$ cat config.mk
export PLATFORM = sky130hd
export DESIGN_NAME = six_bit_text_sample_decoder_flat
export DESIGN_NICKNAME = d
export VERILOG_FILES = /design/src/rtl/sbtsd_pkg.sv /design/src/rtl/sbtsd_if.sv /design/src/rtl/sbtsd_front.sv /design/src/rtl/sbtsd_queue.sv /design/src/rtl/sbtsd_back.sv /design/src/rtl/six_bit_text_sample_decoder.sv /design/src/flat_wrapper.sv
export VERILOG_INCLUDE_DIRS = /design/src /design/src/rtl
export SDC_FILE = /design/constraint.sdc
export NUM_CORES = 1
export LEC_CHECK = 0
export BUFFER_PORTS_ARGS = -buffer_cell sky130_fd_sc_hd__buf_4
export CORE_MARGIN = 1
export CORE_UTILIZATION = 53
export CTS_CLUSTER_SIZE = 25
export DETAILED_ROUTE_END_ITERATION = 6
export MAX_ROUTING_LAYER = met4
export PLACE_DENSITY_LB_ADDON = 0.15
export RECOVER_POWER = 25
export SLEW_MARGIN = 10
export SYNTH_ARGS = -nofsm -noshare
export SYNTH_HDL_FRONTEND = slang
export SYNTH_SLANG_ARGS = --single-unit
$ cat constraint.sdc
create_clock -name clk -period 5.25 [get_ports clk]
set_clock_uncertainty 0.2 [all_clocks]
set_input_delay 0.2625 -clock clk [delete_from_list [all_inputs] [get_ports clk]]
set_output_delay 0.2625 -clock clk [all_outputs]
set_load 0.02 [all_outputs]
$ cat src/rtl/assert_macros.svh
// Assertion macros shared by the decoder's RTL files.
`ifndef ASSERT_MACROS_SVH
`define ASSERT_MACROS_SVH
`ifndef SYNTHESIS
// Property must hold at every rising edge outside reset.
`define ASSERT_AT(label, clk, rst_n, prop) \
	label: assert property (@(posedge clk) disable iff (!rst_n) (prop)) \
		else $error("assertion failed");
// Condition must never be true at a rising edge outside reset.
`define ASSERT_NEVER(label, clk, rst_n, cond) \
	label: assert property (@(posedge clk) disable iff (!rst_n) !(cond)) \
		else $error("forbidden condition seen");
`else
`define ASSERT_AT(label, clk, rst_n, prop)
`define ASSERT_NEVER(label, clk, rst_n, cond)
`endif
`endif

$ cat src/rtl/sbtsd_pkg.sv
// Shared types, constants and the symbol table of the six-bit text decoder.
package sbtsd_pkg;

	localparam int DEF_SAMPLE_WIDTH = 32;
	localparam int DEF_COUNT_WIDTH  = 24;
	localparam int DEF_QUEUE_DEPTH  = 4;

	// Raw byte codes tested before decoding
	localparam logic [7:0] CHAR_NUL   = 8'h00;
	localparam logic [7:0] CHAR_LF    = 8'h0A;
	localparam logic [7:0] CHAR_CR    = 8'h0D;
	localparam logic [7:0] CHAR_SPACE = 8'h20;

	// Alphabet boundaries after the top bit is cleared
	localparam logic [6:0] CHAR_PLUS    = 7'h2B;
	localparam logic [6:0] CHAR_MINUS   = 7'h2D;
	localparam logic [6:0] CHAR_ZERO    = 7'h30;
	localparam logic [6:0] CHAR_NINE    = 7'h39;
	localparam logic [6:0] CHAR_UPPER_A = 7'h41;
	localparam logic [6:0] CHAR_UPPER_Z = 7'h5A;
	localparam logic [6:0] CHAR_LOWER_A = 7'h61;
	localparam logic [6:0] CHAR_LOWER_Z = 7'h7A;

	localparam logic [6:0] SYM_PLUS       = 7'd0;
	localparam logic [6:0] SYM_MINUS      = 7'd1;
	localparam logic [6:0] SYM_DIGIT_BASE = 7'd2;
	localparam logic [6:0] SYM_UPPER_BASE = 7'd12;
	localparam logic [6:0] SYM_LOWER_BASE = 7'd38;

	// Bit positions inside a symbol
	localparam int SIGN_POS = 4;
	localparam int CONT_POS = 5;

	typedef struct packed {
		logic       term;
		logic [5:0] sym;
	} q_entry_t;

	typedef struct packed {
		logic full;
		logic valid;
	} q_status_t;

	function automatic logic [5:0] symbol_value(input logic [6:0] c);
		logic [6:0] v;
		v = SYM_PLUS;
		if (c == CHAR_PLUS)
			v = SYM_PLUS;
		else if (c == CHAR_MINUS)
			v = SYM_MINUS;
		else if (c >= CHAR_ZERO && c <= CHAR_NINE)
			v = c - CHAR_ZERO + SYM_DIGIT_BASE;
		else if (c >= CHAR_UPPER_A && c <= CHAR_UPPER_Z)
			v = c - CHAR_UPPER_A + SYM_UPPER_BASE;
		else if (c >= CHAR_LOWER_A && c <= CHAR_LOWER_Z)
			v = c - CHAR_LOWER_A + SYM_LOWER_BASE;
		return v[5:0];
	endfunction

endpackage

$ cat src/rtl/sbtsd_if.sv
// Channel interfaces: character input, result output and configuration write.
interface sbtsd_char_if;
	logic       valid;
	logic       ready;
	logic [7:0] char_code;
	modport source (output valid, output char_code, input ready);
	modport sink (input valid, input char_code, output ready);
endinterface

interface sbtsd_res_if import sbtsd_pkg::*; #(
	parameter int SAMPLE_WIDTH = DEF_SAMPLE_WIDTH,
	parameter int COUNT_WIDTH  = DEF_COUNT_WIDTH
);
	logic                           valid;
	logic                           ready;
	logic signed [SAMPLE_WIDTH-1:0] sample;
	logic                           end_of_data;
	logic [COUNT_WIDTH-1:0]         sample_count;
	logic                           overflow;
	modport source (output valid, output sample, output end_of_data,
		output sample_count, output overflow, input ready);
	modport sink (input valid, input sample, input end_of_data,
		input sample_count, input overflow, output ready);
endinterface

interface sbtsd_cfg_if;
	logic       valid;
	logic       ready;
	logic [1:0] difference_order;
	modport source (output valid, output difference_order, input ready);
	modport sink (input valid, input difference_order, output ready);
endinterface

$ cat src/rtl/sbtsd_front.sv
// Front end: accepts characters, drops line breaks, classifies the rest.
module sbtsd_front import sbtsd_pkg::*; (
	sbtsd_char_if.sink chars,
	input  q_status_t  status,
	output logic       push,
	output q_entry_t   entry
);

	logic skip;

	always_comb begin
		skip = 1'b0;
		entry.term = 1'b0;
		entry.sym = symbol_value(chars.char_code[6:0]);
		unique case (chars.char_code) inside
			CHAR_LF, CHAR_CR: begin
				skip = 1'b1;
			end
			CHAR_NUL, CHAR_SPACE: begin
				entry.term = 1'b1;
			end
			default: begin
				skip = 1'b0;
			end
		endcase
	end

	// Line breaks are taken but never queued
	assign chars.ready = !status.full;
	assign push = chars.valid && !status.full && !skip;

endmodule

$ cat src/rtl/sbtsd_queue.sv
// Short FIFO of classified items between the front and back ends.
`include "assert_macros.svh"
module sbtsd_queue import sbtsd_pkg::*; #(
	parameter int DEPTH = DEF_QUEUE_DEPTH
) (
	input  logic      clk,
	input  logic      arst_n,
	input  logic      push,
	input  q_entry_t  push_data,
	input  logic      pop,
	output q_entry_t  pop_data,
	output q_status_t status
);

	localparam int PW = (DEPTH > 1) ? $clog2(DEPTH) : 1;
	localparam int CW = $clog2(DEPTH + 1);

	q_entry_t        mem_q [DEPTH];
	logic [PW-1:0]   wr_ptr_q;
	logic [PW-1:0]   rd_ptr_q;
	logic [CW-1:0]   count_q;

	// Pointers wrap naturally: depth must be a power of two; the block does not check it
	always_ff @(posedge clk or negedge arst_n) begin
		if (!arst_n) begin
			wr_ptr_q <= '0;
			rd_ptr_q <= '0;
			count_q <= '0;
		end else begin
			if (push)
				wr_ptr_q <= wr_ptr_q + 1'b1;
			if (pop)
				rd_ptr_q <= rd_ptr_q + 1'b1;
			if (push && !pop)
				count_q <= count_q + 1'b1;
			else if (pop && !push)
				count_q <= count_q - 1'b1;
		end
	end

	always_ff @(posedge clk) begin
		if (push)
			mem_q[wr_ptr_q] <= push_data;
	end

	assign pop_data = mem_q[rd_ptr_q];
	assign status.full = (count_q == CW'(DEPTH));
	assign status.valid = (count_q != '0);

	`ASSERT_NEVER(queue_overfill, clk, arst_n, count_q > CW'(DEPTH))
	`ASSERT_NEVER(push_into_full, clk, arst_n, push && status.full)
	`ASSERT_AT(pop_needs_data, clk, arst_n, pop |-> count_q != '0)

endmodule

$ cat src/rtl/sbtsd_back.sv
// Back end: assembles samples, undoes differencing, holds the result register.
`include "assert_macros.svh"
module sbtsd_back import sbtsd_pkg::*; #(
	parameter int SAMPLE_WIDTH = DEF_SAMPLE_WIDTH,
	parameter int COUNT_WIDTH  = DEF_COUNT_WIDTH
) (
	input  logic         clk,
	input  logic         arst_n,
	sbtsd_cfg_if.sink    cfg,
	input  q_status_t    status,
	input  q_entry_t     q_data,
	output logic         pop,
	sbtsd_res_if.source  results
);

	localparam int MW = SAMPLE_WIDTH - 1;

	logic [1:0]             order_q;
	logic [MW-1:0]          acc_q;
	logic                   neg_q;
	logic                   in_sample_q;
	logic                   sat_q;
	logic [COUNT_WIDTH-1:0] count_q;

	logic                   valid_s1;
	logic                   term_s1;
	logic                   neg_s1;
	logic [MW-1:0]          mag_s1;
	logic                   sat_s1;
	logic [COUNT_WIDTH-1:0] count_s1;

	logic [SAMPLE_WIDTH-1:0] first_sum_q;
	logic                    valid_s2;
	logic                    term_s2;
	logic [SAMPLE_WIDTH-1:0] value_s2;
	logic                    sat_s2;
	logic [COUNT_WIDTH-1:0]  count_s2;

	logic [SAMPLE_WIDTH-1:0] second_sum_q;
	logic                    out_valid_q;
	logic [SAMPLE_WIDTH-1:0] out_sample_q;
	logic                    out_end_q;
	logic [COUNT_WIDTH-1:0]  out_count_q;
	logic                    out_ovf_q;

	logic                    adv;
	logic                    done;
	logic [MW+4:0]           ext;
	logic                    wide_over;
	logic [MW-1:0]           mag_n;
	logic                    neg_n;
	logic                    sat_n;
	logic [COUNT_WIDTH-1:0]  count_inc;
	logic [SAMPLE_WIDTH-1:0] mag_ext;
	logic [SAMPLE_WIDTH-1:0] raw;
	logic [SAMPLE_WIDTH-1:0] sum1_n;
	logic [SAMPLE_WIDTH-1:0] sum2_n;

	// Whole back pipeline moves together when the result register can take data
	assign adv = !out_valid_q || results.ready;
	assign pop = adv && status.valid;
	assign cfg.ready = 1'b1;

	always_ff @(posedge clk or negedge arst_n) begin
		if (!arst_n)
			order_q <= '0;
		else if (cfg.valid)
			order_q <= cfg.difference_order;
	end

	// Stage 1: magnitude assembly
	assign ext = {acc_q, q_data.sym[4:0]};
	assign wide_over = |ext[MW+4:MW];
	assign done = !q_data.sym[CONT_POS];
	assign count_inc = (&count_q) ? count_q : count_q + 1'b1;

	always_comb begin
		if (!in_sample_q) begin
			mag_n = {{(MW-4){1'b0}}, q_data.sym[3:0]};
			neg_n = q_data.sym[SIGN_POS];
			sat_n = 1'b0;
		end else begin
			mag_n = wide_over ? {MW{1'b1}} : ext[MW-1:0];
			neg_n = neg_q;
			sat_n = sat_q || wide_over;
		end
	end

	always_ff @(posedge clk or negedge arst_n) begin
		if (!arst_n) begin
			acc_q <= '0;
			neg_q <= 1'b0;
			in_sample_q <= 1'b0;
			sat_q <= 1'b0;
			count_q <= '0;
			valid_s1 <= 1'b0;
		end else if (adv) begin
			valid_s1 <= pop && (q_data.term || done);
			if (pop) begin
				if (q_data.term || done) begin
					acc_q <= '0;
					neg_q <= 1'b0;
					sat_q <= 1'b0;
					in_sample_q <= 1'b0;
					count_q <= q_data.term ? '0 : count_inc;
				end else begin
					acc_q <= mag_n;
					neg_q <= neg_n;
					sat_q <= sat_n;
					in_sample_q <= 1'b1;
				end
			end
		end
	end

	always_ff @(posedge clk) begin
		if (adv && pop) begin
			term_s1 <= q_data.term;
			neg_s1 <= q_data.term ? 1'b0 : neg_n;
			mag_s1 <= q_data.term ? '0 : mag_n;
			sat_s1 <= q_data.term ? 1'b0 : sat_n;
			count_s1 <= q_data.term ? count_q : count_inc;
		end
	end

	// Stage 2: sign and first running sum
	assign mag_ext = {1'b0, mag_s1};
	assign raw = neg_s1 ? ('0 - mag_ext) : mag_ext;
	assign sum1_n = neg_s1 ? (first_sum_q - mag_ext) : (first_sum_q + mag_ext);

	always_ff @(posedge clk or negedge arst_n) begin
		if (!arst_n) begin
			first_sum_q <= '0;
			valid_s2 <= 1'b0;
		end else if (adv) begin
			valid_s2 <= valid_s1;
			if (valid_s1) begin
				if (term_s1)
					first_sum_q <= '0;
				else if (order_q != 2'd0)
					first_sum_q <= sum1_n;
			end
		end
	end

	always_ff @(posedge clk) begin
		if (adv && valid_s1) begin
			term_s2 <= term_s1;
			sat_s2 <= sat_s1;
			count_s2 <= count_s1;
			if (term_s1)
				value_s2 <= '0;
			else
				value_s2 <= (order_q == 2'd0) ? raw : sum1_n;
		end
	end

	// Stage 3: second running sum into the result register
	assign sum2_n = second_sum_q + value_s2;

	always_ff @(posedge clk or negedge arst_n) begin
		if (!arst_n) begin
			second_sum_q <= '0;
			out_valid_q <= 1'b0;
		end else if (adv) begin
			out_valid_q <= valid_s2;
			if (valid_s2) begin
				if (term_s2)
					second_sum_q <= '0;
				else if (order_q[1])
					second_sum_q <= sum2_n;
			end
		end
	end

	always_ff @(posedge clk) begin
		if (adv && valid_s2) begin
			out_end_q <= term_s2;
			out_ovf_q <= sat_s2;
			out_count_q <= count_s2;
			if (term_s2)
				out_sample_q <= '0;
			else
				out_sample_q <= order_q[1] ? sum2_n : value_s2;
		end
	end

	assign results.valid = out_valid_q;
	assign results.sample = out_sample_q;
	assign results.end_of_data = out_end_q;
	assign results.sample_count = out_count_q;
	assign results.overflow = out_ovf_q;

	`ASSERT_AT(end_item_clean, clk, arst_n,
		out_valid_q && out_end_q |-> out_sample_q == '0 && !out_ovf_q)
	`ASSERT_AT(term_clears_stream, clk, arst_n,
		pop && q_data.term |=> count_q == '0 && !in_sample_q && acc_q == '0)
	`ASSERT_AT(held_result_stalls_pipe, clk, arst_n,
		out_valid_q && !results.ready |-> !pop)

endmodule

$ cat src/rtl/six_bit_text_sample_decoder.sv
// Top level of the six-bit text sample decoder: front end, queue, back end.
//
//  channel   modport  payload                                       handshake
//  chars     sink     char_code[7:0]                                valid/ready
//  results   source   sample, end_of_data, sample_count, overflow   valid/ready
//  cfg       sink     difference_order[1:0]                         valid/ready
//
// One character is taken per cycle; ready drops only while the item queue is
// full. After the queue, the character that closes a sample or end item
// passes through queue read and assembly, sign and first running sum, and
// second running sum into the result register. The back end advances
// whenever the result register is empty or being taken, so it sustains one
// item a cycle. A stalled result holds the back end; the queue then absorbs
// up to QUEUE_DEPTH queued items before ready falls. cfg.ready is always high.
// Reset (arst_n low) clears the accumulator, flags, count, both sums, the
// queue and difference_order; no clearing pass follows.
module six_bit_text_sample_decoder import sbtsd_pkg::*; #(
	parameter int SAMPLE_WIDTH = DEF_SAMPLE_WIDTH,
	parameter int COUNT_WIDTH  = DEF_COUNT_WIDTH,
	// queue depth: a power of two, two or more
	parameter int QUEUE_DEPTH  = DEF_QUEUE_DEPTH
) (
	input  logic        clk,
	input  logic        arst_n,
	sbtsd_cfg_if.sink   cfg,
	sbtsd_char_if.sink  chars,
	sbtsd_res_if.source results
);

	q_status_t q_status;
	q_entry_t  push_entry;
	q_entry_t  pop_entry;
	logic      push;
	logic      pop;

	// Classify each character; line breaks are consumed here and go no further
	sbtsd_front u_front (
		.chars  (chars),
		.status (q_status),
		.push   (push),
		.entry  (push_entry)
	);

	// Decouple character intake from result back-pressure
	sbtsd_queue #(
		.DEPTH (QUEUE_DEPTH)
	) u_queue (
		.clk       (clk),
		.arst_n    (arst_n),
		.push      (push),
		.push_data (push_entry),
		.pop       (pop),
		.pop_data  (pop_entry),
		.status    (q_status)
	);

	// Assemble, undifference and hold results until taken
	sbtsd_back #(
		.SAMPLE_WIDTH (SAMPLE_WIDTH),
		.COUNT_WIDTH  (COUNT_WIDTH)
	) u_back (
		.clk     (clk),
		.arst_n  (arst_n),
		.cfg     (cfg),
		.status  (q_status),
		.q_data  (pop_entry),
		.pop     (pop),
		.results (results)
	);

endmodule
$ cat src/flat_wrapper.sv
// flat-port wrapper written by rule: the top's interface ports become plain ports
module six_bit_text_sample_decoder_flat import sbtsd_pkg::*;
#(
	parameter int SAMPLE_WIDTH = DEF_SAMPLE_WIDTH,
	parameter int COUNT_WIDTH  = DEF_COUNT_WIDTH,
	                                           
	parameter int QUEUE_DEPTH  = DEF_QUEUE_DEPTH
)
  (clk, arst_n, cfg_valid, cfg_difference_order, cfg_ready, chars_valid, chars_char_code, chars_ready, results_valid, results_sample, results_end_of_data, results_sample_count, results_overflow, results_ready);
  sbtsd_cfg_if cfg_i ();
  sbtsd_char_if chars_i ();
  sbtsd_res_if #(.SAMPLE_WIDTH(SAMPLE_WIDTH), .COUNT_WIDTH(COUNT_WIDTH)) results_i ();
  input  logic clk;
  input  logic arst_n;
  input wire logic [$bits(cfg_i.valid)-1:0] cfg_valid;
  input wire logic [$bits(cfg_i.difference_order)-1:0] cfg_difference_order;
  output wire logic [$bits(cfg_i.ready)-1:0] cfg_ready;
  input wire logic [$bits(chars_i.valid)-1:0] chars_valid;
  input wire logic [$bits(chars_i.char_code)-1:0] chars_char_code;
  output wire logic [$bits(chars_i.ready)-1:0] chars_ready;
  output wire logic [$bits(results_i.valid)-1:0] results_valid;
  output wire logic [$bits(results_i.sample)-1:0] results_sample;
  output wire logic [$bits(results_i.end_of_data)-1:0] results_end_of_data;
  output wire logic [$bits(results_i.sample_count)-1:0] results_sample_count;
  output wire logic [$bits(results_i.overflow)-1:0] results_overflow;
  input wire logic [$bits(results_i.ready)-1:0] results_ready;
  assign cfg_i.valid = cfg_valid;
  assign cfg_i.difference_order = cfg_difference_order;
  assign cfg_ready = cfg_i.ready;
  assign chars_i.valid = chars_valid;
  assign chars_i.char_code = chars_char_code;
  assign chars_ready = chars_i.ready;
  assign results_valid = results_i.valid;
  assign results_sample = results_i.sample;
  assign results_end_of_data = results_i.end_of_data;
  assign results_sample_count = results_i.sample_count;
  assign results_overflow = results_i.overflow;
  assign results_i.ready = results_ready;
  six_bit_text_sample_decoder #(.SAMPLE_WIDTH(SAMPLE_WIDTH), .COUNT_WIDTH(COUNT_WIDTH), .QUEUE_DEPTH(QUEUE_DEPTH)) u_core (.clk(clk), .arst_n(arst_n), .cfg(cfg_i), .chars(chars_i), .results(results_i));
endmodule
Yosys cells after proc, flatten, opt, wreduce, memory -nomap -nowiden --
Memory sizes are Yosys's and may differ from the RTL's. Index checks and enable logic that the tools add are counted.
Storage, ports and cells: bits in registers 308, bits in writable memories 28, output and inout port bits 61, word-level logic and storage cells 121, memories kept 1
Operators by class: add/sub/neg operators 15, magnitude comparators 6, equality and inequality tests 6, mux-type cells 30, reductions and logical operators 36
Memory list:
- u_core.u_queue.mem_q | depth 4, width 7, rd ports 1, clocked after memory_dff 0, wr ports 1, line sbtsd_queue.sv:18 | q_entry_t mem_q [DEPTH];
Operators by type and width (count):
- two-way mux 32 bit | 8
- two-way mux 31 bit | 3
- two-way mux 24 bit | 3
- adder 32 x 31 -> 32 bit | 1
- adder 32 bit | 1
- subtractor 1 x 31 -> 32 bit, first input constant | 1
- subtractor 32 x 31 -> 32 bit | 1
- two-way mux 6 bit | 5
- adder 24 x 1 -> 24 bit, second input constant | 1
- AND reduction 24 bit | 1
- == test 8 x 4 -> 1 bit, second input constant | 2
- == test 7 x 6 -> 1 bit, second input constant | 2
- greater-or-equal comparator 7 bit, second input constant | 2
- less-or-equal comparator 7 bit, second input constant | 2
- logical AND 1 bit | 12
- subtractor 6 bit, second input constant | 2
- two-way mux 1 bit | 9
- AND reduction 3 bit | 3
- == test 8 x 6 -> 1 bit, second input constant | 1
- logical NOT 8 bit | 1
- nonzero test 2 bit | 4
- greater-or-equal comparator 7 x 6 -> 1 bit, second input constant | 1
- less-or-equal comparator 7 x 6 -> 1 bit, second input constant | 1
- adder 6 x 2 -> 6 bit, second input constant | 1
- other kinds (15) | 25

Depth between registers and ports, before layout --
Gate-level depths: netlist of the first run.
depth in word-level cells 9, mapped depth 20, mapped depth without buffers 20

Hierarchy --
Synthesis of the first run repeated with hierarchy kept, for this count alone.
Unflattened totals: cell total of the unflattened synthesis 1727, area total of the unflattened synthesis 18235.0 µm²
Modules (own cells, without submodules):
- sbtsd_back | instances 1, cells each 1596, area each 16395.7 µm², sequential area each 8403.1 µm²
- sbtsd_queue | instances 1, cells each 71, area each 1406.3 µm², sequential area each 1016.0 µm²
- sbtsd_front | instances 1, cells each 60, area each 432.9 µm², sequential area each 0.0 µm²

Worst setup path after synthesis of the first run --
No wires, ideal clock.
path type flip-flop to flip-flop, from reg u_core.u_back.mag_s1[0], to reg u_core.u_back.value_s2[31], data pin, arrival 4.109 ns, data required time 4.898 ns, setup slack 0.789 ns, cell stages (with the launch flop) 20, path buffers 0, cells stage by stage edfxtp_1 inv_1 ha_1 nand2_1 nor4_2 nand2_1 or3_1 and2_1 xnor2_1 ha_1 inv_1 or3_1 a21oi_1 o211ai_1 nand3_1 o22ai_1 o21ai_1 xnor2_1 or4_1 a31oi_1
Between the ends: word-level cells in the longest chain between the ends 3, elaborated cells between the ends (all ways) 6
RTL lines:
- start: declaration | line sbtsd_back.sv:28 | logic [MW-1:0] mag_s1;
- start signal: assignment | line sbtsd_back.sv:120 | mag_s1 <= q_data.term ? '0 : mag_n;
- adder 32 x 31 -> 32 bit (tied with other cells) | line sbtsd_back.sv:129 | assign sum1_n = neg_s1 ? (first_sum_q - mag_ext) : (first_sum_q + mag_ext);
- two-way mux 32 bit (on tied branches) | line sbtsd_back.sv:129, sbtsd_back.sv:128
- two-way mux 32 bit (*) | line sbtsd_back.sv:154 | value_s2 <= (order_q == 2'd0) ? raw : sum1_n;
- end signal: assignment | line sbtsd_back.sv:154
- end: declaration | line sbtsd_back.sv:35 | logic [SAMPLE_WIDTH-1:0] value_s2;
Mark *: on every way between the ends. The rest lies on a longest branch, timed or not. A chain may end at the register's enable or synchronous reset.

Worst setup path after layout of the first run --
from reg u_core.u_back.mag_s1[2], to reg u_core.u_back.value_s2[31], data pin
The elaborated chain is that of the path after synthesis.

==> results of run 1 <==
-- cell type report --
type                            instances  area [sq um]
Clock buffer                           52          1033
Clock inverter                         15         138.9
Fill cell                            2831         13410
Inverter                               39         146.4
Multi-Input combinational cell       1205          8162
Sequential cell                       336          9419
Tap cell                              448         560.5
Timing Repair Buffer                  103         658.1
-- layout by cell type (no fill, tap or decap), types with 5 or more instances in the layout --
| cell type | n |
|---|---|
| sky130_fd_sc_hd__a211oi_1 | 33 |
| sky130_fd_sc_hd__a21o_1 | 31 |
| sky130_fd_sc_hd__a21oi_1 | 97 |
| sky130_fd_sc_hd__a22o_1 | 58 |
| sky130_fd_sc_hd__a31oi_1 | 14 |
| sky130_fd_sc_hd__and2_1 | 12 |
| sky130_fd_sc_hd__and3_1 | 15 |
| sky130_fd_sc_hd__and4_1 | 5 |
| sky130_fd_sc_hd__buf_4 | 57 |
| sky130_fd_sc_hd__clkbuf_1 | 47 |
| sky130_fd_sc_hd__clkbuf_16 | 38 |
| sky130_fd_sc_hd__clkinv_2 | 5 |
| sky130_fd_sc_hd__dfrtp_1 | 134 |
| sky130_fd_sc_hd__dlygate4sd3_1 | 9 |
| sky130_fd_sc_hd__edfxtp_1 | 202 |
| sky130_fd_sc_hd__ha_1 | 79 |
| sky130_fd_sc_hd__inv_1 | 37 |
| sky130_fd_sc_hd__mux2_2 | 6 |
| sky130_fd_sc_hd__mux2i_1 | 25 |
| sky130_fd_sc_hd__mux4_2 | 7 |
| sky130_fd_sc_hd__nand2_1 | 134 |
| sky130_fd_sc_hd__nand2b_1 | 22 |
| sky130_fd_sc_hd__nand3_1 | 31 |
| sky130_fd_sc_hd__nand4_1 | 16 |
| sky130_fd_sc_hd__nor2_1 | 182 |
| sky130_fd_sc_hd__nor2b_1 | 14 |
| sky130_fd_sc_hd__nor3_1 | 20 |
| sky130_fd_sc_hd__o211ai_1 | 9 |
| sky130_fd_sc_hd__o21a_1 | 11 |
| sky130_fd_sc_hd__o21ai_0 | 89 |
| sky130_fd_sc_hd__o21bai_1 | 6 |
| sky130_fd_sc_hd__o22ai_1 | 5 |
| sky130_fd_sc_hd__o31ai_1 | 42 |
| sky130_fd_sc_hd__o41ai_1 | 5 |
| sky130_fd_sc_hd__or2_2 | 5 |
| sky130_fd_sc_hd__or3_1 | 14 |
| sky130_fd_sc_hd__xnor2_1 | 92 |
| sky130_fd_sc_hd__xor2_1 | 53 |
-- worst register-to-register path, cell delays in order, from the launching register on --
cell and delay, ns:
sky130_fd_sc_hd__edfxtp_1 0.44, sky130_fd_sc_hd__or3_4 0.42, sky130_fd_sc_hd__or3_4 0.36, sky130_fd_sc_hd__or3_1 0.39, sky130_fd_sc_hd__nor2_2 0.20, sky130_fd_sc_hd__a21oi_1 0.11, sky130_fd_sc_hd__xnor2_1 0.16, sky130_fd_sc_hd__ha_1 0.41
sky130_fd_sc_hd__nand2_1 0.12, sky130_fd_sc_hd__or3_1 0.40, sky130_fd_sc_hd__a21oi_1 0.18, sky130_fd_sc_hd__o211ai_1 0.14, sky130_fd_sc_hd__nand3_1 0.18, sky130_fd_sc_hd__o22ai_1 0.14, sky130_fd_sc_hd__o21ai_1 0.25, sky130_fd_sc_hd__xnor2_1 0.14
sky130_fd_sc_hd__or4_1 0.41, sky130_fd_sc_hd__a31oi_1 0.14
-- per-layer routing --
metal  GRT usage [%]  vias up  part of all wire, %
li1                -     6207                    -
met1           33.25     6215                   48
met2           35.40      306                   46
met3           3.197       48                  5.1
met4           5.296        0                  1.6
met5               -        -                    0
-- report_power, final --
group / leakage (nW) / switching [mW] / internal [mW]
clock network: 0.564 / 1.03 / 1.48
logic: 3.89 / 4.24 / 2.65
registers: 3.80 / 0.650 / 4.09
total: 8.25 / 5.92 / 8.21
-- worst paths after layout --
check	startpoint	to	slack, ns	depth (start not counted)
max	u_core.u_back.mag_s1[2]$_SDFFCE_PP0P_	u_core.u_back.value_s2[31]$_SDFFCE_PP0P_	0.34	17
min	chars_char_code[5]	u_core.u_queue.mem_q[3][5]$_DFFE_PP_	0.08	3
max reg2reg	u_core.u_back.mag_s1[2]$_SDFFCE_PP0P_	u_core.u_back.value_s2[31]$_SDFFCE_PP0P_	0.34	17
min reg2reg	u_core.u_back.count_s1[0]$_DFFE_PP_	u_core.u_back.count_s2[0]$_DFFE_PP_	0.22	0
max in group asynchronous	arst_n	u_core.u_back.first_sum_q[1]$_DFFE_PN0P_	2.20	3
min in group asynchronous	arst_n	u_core.u_back.count_q[21]$_DFFE_PN0P_	0.93	2
-- cell families after synthesis --
logic type | count (synthesis) | share of synthesized area (%)
multiplexers | 38 | 2.636
adder cells (fa/ha/maj) | 82 | 5.813
AO/OA/AOI/OAI | 440 | 16.23
other | 1 | 0.02079
buffers and inverters | 133 | 2.885
AND/OR/NAND/NOR | 499 | 13.16
XOR/XNOR | 145 | 7.040
flip-flops | 336 | 52.22
-- sequential cells by signal (all words and copies together), names as in the netlist, 2 cells and up --
register / flops
u_core.u_back.second_sum_q: 32
u_core.u_back.count_q: 24
u_core.u_queue.mem_q: 28
u_core.u_back.order_q: 2
u_core.u_back.results.sample: 32
u_core.u_back.value_s2: 32
u_core.u_back.count_s2: 24
u_core.u_back.results.sample_count: 24
u_core.u_back.count_s1: 24
u_core.u_back.acc_q: 31
u_core.u_queue.wr_ptr_q: 2
u_core.u_queue.count_q: 3
u_core.u_queue.rd_ptr_q: 2
u_core.u_back.first_sum_q: 32
u_core.u_back.mag_s1: 31
-- what timing repair did --
action,in CTS,in global routing
endpoints found under the hold margin,106,0
hold buffers,9,0
setup endpoints to repair,0,4
resized for setup,0,5
==> metrics.yaml, run 1 <==
timing:
  post-route-worst-setup-slack_ns: 0.3359
  relSlewSlack_pct: -82.26
  summed_negative_setup_slack_over_all_endpoints_ns: 0
  final_max_slew_viol_count: 128
  whs_ns: 0.08047
  finalCriticalPeriod_ns: 4.914
  max_slew.worst_pin.slew_ns: 2.734
  unrepaired_setup_endpoints_after_global_routing: "no"
  fmax_ghz: 0.2035
  period_share_pct: 93.60
  setup_viol_count_final: 0
  timing_hold_violations_final: 0
die:
  floorplan.io_pins: 76
  chipWidth_um: 186.5
  area_of_the_core_sq_um: 33530
  fp.dieArea_sq_um: 34780
  initial_utilization_pct: 53.79
  row_count: 67
  vert_die_dim_um: 186.5
synth:
  mappedNetlistNets: 1771
  synth_edf_count: 202
  postSynth.asyncResetShare_pct: 39.88
  synth_top_cell_by_area: "sky130_fd_sc_hd__edfxtp_1"
  synth_flop_cell: "sky130_fd_sc_hd__edfxtp_1"
  post_synthesis_sequential_area_ratio_pct: 52.22
  synth_top_cells_by_area: "sky130_fd_sc_hd__edfxtp_1 34%, sky130_fd_sc_hd__dfrtp_1 19%, sky130_fd_sc_hd__ha_1 5.5%"
  yosysWarnings: 0
  syn-cell-area_sq_um: 18040
  synth_largest_type_area_fraction_pct: 33.63
  syn-instance-count: 1674
  post-synth-top-count-cell: "sky130_fd_sc_hd__edfxtp_1"
  avgSynthCellArea_sq_um: 10.78
  ys_ff_latch: 336
  ys_types: 75
  synth_top_cells_by_count: "202 x sky130_fd_sc_hd__edfxtp_1, 185 x sky130_fd_sc_hd__nor2_1, 134 x sky130_fd_sc_hd__dfrtp_1, 134 x sky130_fd_sc_hd__nand2_1, 99 x sky130_fd_sc_hd__a21oi_1"
place:
  placedCellCount: 2122
  place_ws_ns: 0.3100
  place_area_sq_um: 18980
  dp_hpwl_um: 26740
  total_of_buffers_placed_on_input_and_output_ports: 74
  finalWeightedCongestion: 0.9559
setup_path:
  crit_path_start_kind: "register"
  cp.arrival_ns: 5.08
  critPathTopFamily: "simple AND/OR/NAND/NOR gates"
  buffer_and_inverter_count_on_the_worst_path: 0
  critical_path.max_stage_delay_ns: 0.44
  critical_path.slowest_cell: "sky130_fd_sc_hd__edfxtp_1"
  crit_path_end_kind: "register"
  worst-setup-path-type: "reg2reg"
  timing.critical_path.cells: "or3_4 > or3_4 > or3_1 > nor2_2 > a21oi_1 > xnor2_1 > ha_1 > nand2_1 > or3_1 > a21oi_1 > o211ai_1 > nand3_1 > o22ai_1 > o21ai_1 > xnor2_1 > or4_1 > a31oi_1"
  cp_max_fo: 6
  worst-endpoint-required_ns: 5.42
cells_and_area:
  final_design_area_no_fill_sq_um: 20120
  area_grow_syn2layout_pct: 11.53
  antenna_diode_count: 0
  post-route-util_pct: 60.00
  proportion_of_layout_cells_with_a_drive_suffix_above_1_pct: 8.857
  layoutNonFillerInstCount: 2198
  nets_finish: 1819
detailed_routing:
  final_antenna_net_count: 0
  detail_route.wl_per_cell_um: 17.81
  detailroute.via_count: 12780
  drt-initial-drc-count: 952
  post_drt_via_cell_ratio: 5.813
  dr.pass1.iters: 5
  drc_violations: 0
  finalWirelength_um: 39150
clock_tree:
  worstSkewPairLatency_ns: 0.53
  cts_tree: "done"
  cts_root_buffer: "sky130_fd_sc_hd__clkbuf_16"
  clock_sink_count: 336
  ctsHtreeMaxLevel: 2
  cts_setup_buffers: 0
  clkTransAtPathRegs_ns: 0.07
  max-clock-path-buffers: 3
  tritoncts.num_buffers: 37
hold_path:
  worst_hold_path_type: "in2reg"
run_status:
  status: "finished, violations left"
  violations: "max-capacitance violations, max-slew violations"
pwr:
  p_total_mw: 14.13
  power_per_cell_area_nw_per_um2: 702.6
  ir_drop_mv: 0.3511
  total_leakage_power_nw: 8.252
grt:
  grt_overflow: 0
  number_of_antenna_violations_at_the_first_check_in_global_routing: 0
  grt_first_pass_wirelength_um: 63430
  grt_max_degree: 97
  groute.usage.overall_pct: 23.27
  first_global_vias: 12110
job:
  maxCapViolations: 2
Power figures use the tool's default switching activity.
==> run 2, diff against run 1 <==
--- a/constraint.sdc
+++ b/constraint.sdc
@@ -3,3 +3,3 @@
 set_input_delay 0.2625 -clock clk [delete_from_list [all_inputs] [get_ports clk]]
 set_output_delay 0.2625 -clock clk [all_outputs]
-set_load 0.02 [all_outputs]
+set_load 0.005 [all_outputs]
==> run 2 against run 1 <==
The flow still finishes with violations (max-capacitance violations, max-slew violations). First-iteration DRC count up 1.3%. Worst hold slack is essentially flat. Cell area rose by 0.63%. Critical path type unchanged. Largest cell class unchanged.
==> metrics.yaml, run 2 (same netlist as run 1, synthesis figures left out) <==
die:
  row_count: 67  # unchanged
  vert_die_dim_um: 186.5  # unchanged
  chipWidth_um: 186.5  # unchanged
  initial_utilization_pct: 53.79  # unchanged
  fp.dieArea_sq_um: 34780  # unchanged
  floorplan.io_pins: 76  # unchanged
  area_of_the_core_sq_um: 33530  # unchanged
setup_path:
  timing.rr.start: "u_core.u_back.mag_s1[2]$_SDFFCE_PP0P_"
  cp.arrival_ns: 5.08  # about the same
  crit_path_end_kind: "register"
  buffer_and_inverter_count_on_the_worst_path: 0  # unchanged
  crit_path_start_kind: "register"
  worst-endpoint-required_ns: 5.42  # about the same
  cp_max_fo: 6  # unchanged
  critPathTopFamily: "simple AND/OR/NAND/NOR gates"
  r2r_end: "u_core.u_back.value_s2[31]$_SDFFCE_PP0P_"
  critical_path.slowest_cell: "sky130_fd_sc_hd__edfxtp_1"
  worst-setup-path-type: "reg2reg"
  r2r_setup_slack_ns: 0.34  # about the same
  startpoint: "u_core.u_back.mag_s1[2]$_SDFFCE_PP0P_"
  critical_path.max_stage_delay_ns: 0.44  # about the same
  r2r_cells: 17  # unchanged
  timing.critical_path.cells: "or3_4 > or3_4 > or3_1 > nor2_2 > a21oi_1 > xnor2_1 > ha_1 > nand2_1 > or3_1 > a21oi_1 > o211ai_1 > nand3_1 > o22ai_1 > o21ai_1 > xnor2_1 > or4_1 > a31oi_1"
hold_path:
  hold_depth: 3  # unchanged
  worst_hold_path_type: "in2reg"
  min_from: "chars_char_code[5]"
  worstHoldEndpoint: "u_core.u_queue.mem_q[3][5]$_DFFE_PP_"
run_status:
  status: "finished, violations left"
  violations: "max-capacitance violations, max-slew violations"
detailed_routing:
  finalWirelength_um: 39080  # -0.18%
  detailroute.via_count: 12760  # -0.13%
  final_antenna_net_count: 0  # unchanged
  drc_violations: 0  # unchanged
  post_drt_via_cell_ratio: 5.805  # -0.13%
  drt-initial-drc-count: 964  # +1.3%
  dr.pass1.iters: 5  # unchanged
  detail_route.wl_per_cell_um: 17.78  # -0.18%
pwr:
  total_leakage_power_nw: 8.364  # +1.4%
  ir_drop_mv: 0.3397  # -3.2%
  power.switching_mw: 5.688  # -3.9%
  power.switching_fraction_pct: 40.73  # -1.2 points
  clock_power_share_pct: 17.9  # +0.2 points
  p_comb_share_pct: 48.1  # -0.7 points
  p_int_mw: 8.277  # +0.76%
  seqPwrFrac_pct: 33.9  # +0.4 points
  power_per_cell_area_nw_per_um2: 689.8  # -1.8%
timing:
  timing_hold_violations_final: 0  # unchanged
  fmax_ghz: 0.2035  # about the same
  post-route-worst-setup-slack_ns: 0.3350  # -0.0008210 ns
  setup_viol_count_final: 0  # unchanged
  unrepaired_setup_endpoints_after_global_routing: "no"
  final_max_slew_viol_count: 128  # unchanged
  summed_negative_setup_slack_over_all_endpoints_ns: 0  # unchanged
  relSlewSlack_pct: -81.73  # +0.53 points
  period_share_pct: 93.62  # about the same
  finalCriticalPeriod_ns: 4.915  # +0.0008210 ns
  whs_ns: 0.08042  # -0.00004990 ns
  max_slew.worst_pin.slew_ns: 2.726  # -0.007985 ns
cells_and_area:
  mostFrequentLayoutCells: "202 x sky130_fd_sc_hd__edfxtp_1, 182 x sky130_fd_sc_hd__nor2_1, 134 x sky130_fd_sc_hd__nand2_1, 134 x sky130_fd_sc_hd__dfrtp_1, 97 x sky130_fd_sc_hd__a21oi_1"
  layout.cells.most_common: "sky130_fd_sc_hd__edfxtp_1"
  proportion_of_layout_cells_with_a_drive_suffix_above_1_pct: 10.80  # +1.9 points
  layout.filler_cells: 2801  # -1.1%
  nets_finish: 1819  # unchanged
  area_grow_syn2layout_pct: 12.24
  antenna_diode_count: 0  # unchanged
grt:
  grt_overflow: 0  # unchanged
  groute.usage.overall_pct: 23.27  # unchanged
  number_of_antenna_violations_at_the_first_check_in_global_routing: 0  # unchanged
  grt_max_degree: 97  # unchanged
  grt_first_pass_wirelength_um: 63430  # unchanged
  first_global_vias: 12110  # unchanged
place:
  place_ws_ns: 0.3100  # unchanged
  finalWeightedCongestion: 0.9559  # unchanged
  dp_hpwl_um: 26740  # unchanged
  total_of_buffers_placed_on_input_and_output_ports: 74  # unchanged
clock_tree:
  cts_tree: "done"
  ctsHtreeMaxLevel: 2  # unchanged
  clkTransAtPathRegs_ns: 0.07  # about the same
  worstSkewPairLatency_ns: 0.53  # about the same
  max-clock-path-buffers: 3  # unchanged
  cts_setup_buffers: 0  # unchanged
  cts_root_buffer: "sky130_fd_sc_hd__clkbuf_16"
  tritoncts.num_buffers: 37  # unchanged
  clock_sink_count: 336  # unchanged
job:
  maxCapViolations: 2  # unchanged
run 2: changes by cell type in the layout (fill, tap and decap cells not counted), sizes merged:
cell,previous run,this run
buf,57,35
clkbuf,89,111
run 2: worst max path at each step:
| stage | to | slack, ns | depth (start not counted) |
|---|---|---|---|
| global route | u_core.u_back.value_s2[28]$_SDFFCE_PP0P_ | 0.03 | 16 |
| floorplan | u_core.u_back.value_s2[31]$_SDFFCE_PP0P_ | 0.79 | 19 |
| detailed placement | u_core.u_back.value_s2[31]$_SDFFCE_PP0P_ | 0.31 | 17 |
| finish | u_core.u_back.value_s2[31]$_SDFFCE_PP0P_ | 0.34 | 17 |
| CTS | u_core.u_back.value_s2[31]$_SDFFCE_PP0P_ | 0.31 | 17 |
| global placement | u_core.u_back.value_s2[31]$_SDFFCE_PP0P_ | 0.36 | 17 |
run 2: power groups by stage:
| stage | Combinational, mW | Sequential, mW | Clock (mW) |
|---|---|---|---|
| 2_1_floorplan | 5.07 | 4.53 | 0 |
| 3_3_place_gp | 6.63 | 4.75 | 0 |
| 3_5_place_dp | 6.68 | 4.78 | 0 |
| 4_1_cts | 6.72 | 4.74 | 2.56 |
| 5_1_grt | 7.47 | 4.84 | 2.66 |
| 6_report | 6.72 | 4.74 | 2.50 |
run 2: cell type report:
| class | count | area (sq um) | area share (%) |
|---|---|---|---|
| Clock buffer | 52 | 1033 | 5.105 |
| Timing Repair Buffer | 103 | 785.8 | 3.881 |
| Tap cell | 448 | 560.5 | 2.769 |
| Inverter | 39 | 146.4 | 0.7231 |
| Clock inverter | 15 | 138.9 | 0.6860 |
| Multi-Input combinational cell | 1205 | 8162 | 40.31 |
| Sequential cell | 336 | 9419 | 46.52 |
run 2: per-layer routing:
layer	track usage, %	routed length (um)
met5	-	0
met4	5.296	617
met1	33.25	18770
met3	3.197	1945
met2	35.40	17750
run 2: timing repair:
action,CTS,global route
hold buffers,9,0
setup endpoints to repair,0,4
hold endpoints to repair,106,0
gates resized for setup,0,5
run 2: worst register-to-register path, cell delays in order (launching register included):
cell and delay [ns]:
sky130_fd_sc_hd__edfxtp_1 0.44, sky130_fd_sc_hd__or3_4 0.42, sky130_fd_sc_hd__or3_4 0.36, sky130_fd_sc_hd__or3_1 0.39, sky130_fd_sc_hd__nor2_2 0.20, sky130_fd_sc_hd__a21oi_1 0.11, sky130_fd_sc_hd__xnor2_1 0.15, sky130_fd_sc_hd__ha_1 0.40
sky130_fd_sc_hd__nand2_1 0.12, sky130_fd_sc_hd__or3_1 0.40, sky130_fd_sc_hd__a21oi_1 0.18, sky130_fd_sc_hd__o211ai_1 0.14, sky130_fd_sc_hd__nand3_1 0.18, sky130_fd_sc_hd__o22ai_1 0.14, sky130_fd_sc_hd__o21ai_1 0.25, sky130_fd_sc_hd__xnor2_1 0.14
sky130_fd_sc_hd__or4_1 0.41, sky130_fd_sc_hd__a31oi_1 0.14
run 2: metrics by stage:
step / area [sq um] / power, mW / instances / util [%]
5_1_grt: 20250 / 14.97 / 2198 / 60.38
6_report: 20250 / 13.96 / 2198 / 60.38
3_5_place_dp: 18980 / 11.46 / 2122 / 56.60
3_3_place_gp: 18980 / 11.39 / 2122 / 56.60
2_1_floorplan: 18040 / 9.593 / 1674 / -
4_1_cts: 20240 / 14.02 / 2198 / 60.37
==> run 3, diff against run 2 <==
--- a/config.mk
+++ b/config.mk
@@ -9,5 +9,5 @@
 export BUFFER_PORTS_ARGS = -buffer_cell sky130_fd_sc_hd__buf_4
 export CORE_MARGIN = 1
-export CORE_UTILIZATION = 53
+export CORE_UTILIZATION = 62
 export CTS_CLUSTER_SIZE = 25
 export DETAILED_ROUTE_END_ITERATION = 6
@@ -15,4 +15,5 @@
 export PLACE_DENSITY_LB_ADDON = 0.15
 export RECOVER_POWER = 25
+export SKIP_LAST_GASP = 1
 export SLEW_MARGIN = 10
 export SYNTH_ARGS = -nofsm -noshare
==> constraint.sdc (replaced) <==
create_clock -name clk -period 5.25 [get_ports clk]
set_clock_uncertainty 0.2 [all_clocks]
set_input_delay 0.2625 -clock clk [delete_from_list [all_inputs] [get_ports clk]]
set_output_delay 0.2625 -clock clk [all_outputs]
set_load 0.01 [all_outputs]
==> run 3 against run 2 <==
The flow finishes with violations (design-rule violations, max-capacitance violations, max-slew violations). Non-clock buffer count shrank 1. Largest cell class unchanged. Cell area shrank 1.3%. Critical path type unchanged. Register-to-register slack gained 0.05 ns.
==> metrics.yaml, run 3 (same netlist as run 1, synthesis figures left out) <==
setup_path:
  worst-endpoint-required_ns: 5.42  # about the same
  r2r_end: "u_core.u_back.value_s2[31]$_SDFFCE_PP0P_"
  r2r_setup_slack_ns: 0.39  # +0.05 ns
  crit_path_start_kind: "register"
  critical_path.endpoint: "u_core.u_back.value_s2[31]$_SDFFCE_PP0P_"
  cp.arrival_ns: 5.03  # -0.05 ns
  startpoint: "u_core.u_back.mag_s1[2]$_SDFFCE_PP0P_"
  crit_path_end_kind: "register"
  timing.rr.start: "u_core.u_back.mag_s1[2]$_SDFFCE_PP0P_"
  worst-setup-path-type: "reg2reg"
  r2r_cells: 17  # unchanged
  cp_max_fo: 6  # unchanged
die:
  vert_die_dim_um: 172.6  # -7.5%
  initial_utilization_pct: 63.02  # +9.2 points
  chipWidth_um: 172.6  # -7.5%
  floorplan.io_pins: 76  # unchanged
  fp.dieArea_sq_um: 29780  # -14%
  row_count: 62  # -7.5%
  area_of_the_core_sq_um: 28630  # -15%
clock_tree:
  cts_root_buffer: "sky130_fd_sc_hd__clkbuf_16"
  ctsHtreeMaxLevel: 2  # unchanged
  clkTransAtPathRegs_ns: 0.06  # about the same
  tritoncts.num_buffers: 36  # -2.7%
  clock_sink_count: 336  # unchanged
  max-clock-path-buffers: 3  # unchanged
  worstSkewPairLatency_ns: 0.52  # about the same
  cts_tree: "done"
cells_and_area:
  ff_latch_area_sq_um: 9419  # unchanged
  nets_finish: 1817  # -0.11%
  layoutNonFillerInstCount: 2131  # -3.0%
  layout.filler_cells: 2104  # -25%
  mostFrequentLayoutCells: "202 x sky130_fd_sc_hd__edfxtp_1, 183 x sky130_fd_sc_hd__nor2_1, 134 x sky130_fd_sc_hd__nand2_1, 134 x sky130_fd_sc_hd__dfrtp_1, 97 x sky130_fd_sc_hd__a21oi_1"
  area_of_the_multi_input_gates_sq_um: 8145  # -0.20%
  antenna_diode_count: 0  # unchanged
  proportion_of_layout_cells_with_a_drive_suffix_above_1_pct: 8.872  # -1.9 points
  layout.cells.most_common: "sky130_fd_sc_hd__edfxtp_1"
  area_grow_syn2layout_pct: 10.82
detailed_routing:
  final_antenna_net_count: 0  # unchanged
  detailroute.via_count: 13050  # +2.3%
  dr.pass1.iters: 7  # +2
  detail_route.wl_per_cell_um: 18.24  # +2.6%
  drt-initial-drc-count: 899  # -6.7%
  post_drt_via_cell_ratio: 6.125  # +5.5%
  finalWirelength_um: 38870  # -0.54%
  drc_violations: 1  # +1
timing:
  summed_negative_setup_slack_over_all_endpoints_ns: 0  # unchanged
  setup_viol_count_final: 0  # unchanged
  final_max_slew_viol_count: 95  # -26%
  period_share_pct: 92.60  # -1.0 points
  whs_ns: 0.01937  # -0.06105 ns
  relSlewSlack_pct: -75.16  # +6.6 points
  finalCriticalPeriod_ns: 4.862  # -0.05324 ns
  timing_hold_violations_final: 0  # unchanged
  post-route-worst-setup-slack_ns: 0.3883  # +0.05324 ns
  unrepaired_setup_endpoints_after_global_routing: "no"
  max_slew.worst_pin.slew_ns: 2.627  # -0.09846 ns
  fmax_ghz: 0.2057  # +1.1%
grt:
  groute.usage.overall_pct: 27.04  # +3.8 points
  number_of_antenna_violations_at_the_first_check_in_global_routing: 0  # unchanged
  first_global_vias: 12320  # +1.7%
  grt_max_degree: 95  # -2.1%
  grt_first_pass_wirelength_um: 63340  # -0.15%
  grt_overflow: 0  # unchanged
place:
  finalWeightedCongestion: 0.9527  # -0.33%
  placedCellCount: 2059  # -3.0%
  dp_hpwl_um: 26050  # -2.6%
  total_of_buffers_placed_on_input_and_output_ports: 74  # unchanged
  place_ws_ns: 0.3156  # +0.005603 ns
pwr:
  ir_drop_mv: 0.4200  # +24%
  p_total_mw: 14.00  # +0.23%
  total_leakage_power_nw: 8.245  # -1.4%
  power_per_cell_area_nw_per_um2: 700.2  # +1.5%
job:
  maxCapViolations: 1  # -1
run_status:
  violations: "design-rule violations, max-capacitance violations, max-slew violations"
  status: "finished, violations left"
hold_path:
  worst_hold_path_type: "in2reg"
## run 3: cell types whose count changed in the layout (fill, tap and decap cells not counted), sizes merged
cell and delta:
clkbuf -29, buf +22, clkinv +4, dlygate4sd3 -2
inv +2, bufinv +1, clkinvlp -1
## run 3: worst min path at each step
stage | startpoint | endpoint | slack (ns) | depth (start not counted)
global route | chars_char_code[3] | u_core.u_queue.mem_q[2][3]$_DFFE_PP_ | 0.03 | 2
global placement | u_core.u_back.count_s1[14]$_DFFE_PP_ | u_core.u_back.count_s2[14]$_DFFE_PP_ | 0.20 | 0
detailed placement | u_core.u_back.count_s1[11]$_DFFE_PP_ | u_core.u_back.count_s2[11]$_DFFE_PP_ | 0.20 | 0
floorplan | arst_n | u_core.u_back.acc_q[0]$_DFFE_PN0P_ | -0.23 | 0
finish | chars_valid | u_core.u_queue.wr_ptr_q[0]$_DFFE_PN0P_ | 0.02 | 4
CTS | chars_valid | u_core.u_queue.wr_ptr_q[0]$_DFFE_PN0P_ | 0.008 | 4
## run 3: area by class of cell
class / instances / area share [%]
timing repair buffer: 102 / 3.211
multi-input combinational: 1205 / 40.75
clock inverter: 21 / 0.9827
clock buffer: 44 / 4.807
inverter: 39 / 0.7323
sequential: 336 / 47.12
tap: 384 / 2.403
## run 3: per-layer routing
layer	track usage, %	part of all wire, %
met1	38.46	46
met2	41.55	46
met3	3.210	5.6
met4	7.068	2.2
met5	-	0
## run 3: worst max-delay path: stages, from the launching register on
cell                       delay [ns]
sky130_fd_sc_hd__edfxtp_1        0.47
sky130_fd_sc_hd__or3_4           0.43
sky130_fd_sc_hd__or3_4           0.36
sky130_fd_sc_hd__or3_1           0.39
sky130_fd_sc_hd__nor2_2          0.20
sky130_fd_sc_hd__a21oi_1         0.11
sky130_fd_sc_hd__xnor2_1         0.15
sky130_fd_sc_hd__ha_1            0.39
sky130_fd_sc_hd__nand2_1         0.11
sky130_fd_sc_hd__or3_1           0.41
sky130_fd_sc_hd__a21oi_1         0.18
sky130_fd_sc_hd__o211ai_1        0.12
sky130_fd_sc_hd__nand3_1         0.17
sky130_fd_sc_hd__o22ai_1         0.12
sky130_fd_sc_hd__o21ai_1         0.25
sky130_fd_sc_hd__xnor2_1         0.13
sky130_fd_sc_hd__or4_1           0.41
sky130_fd_sc_hd__a31oi_1         0.13
## run 3: timing repair
item / 4_1_cts / 5_1_grt
endpoints found under the setup margin: 0 / 3
hold buffers: 7 / 0
endpoints found under the hold margin: 99 / 0
gates resized for setup: 0 / 3
buffers inserted: 0 / 0
## run 3: report_power, final
group / switching, mW / internal, mW
Sequential: 0.634 / 4.09
Combinational: 4.13 / 2.65
Clock: 1.04 / 1.46
Total: 5.80 / 8.19
## run 3: metrics by stage
stage / area (sq um) / util [%]
2_1_floorplan: 18040 / -
3_3_place_gp: 18900 / 66.03
3_5_place_dp: 18900 / 66.03
4_1_cts: 20130 / 70.32
5_1_grt: 19990 / 69.84
6_report: 19990 / 69.84
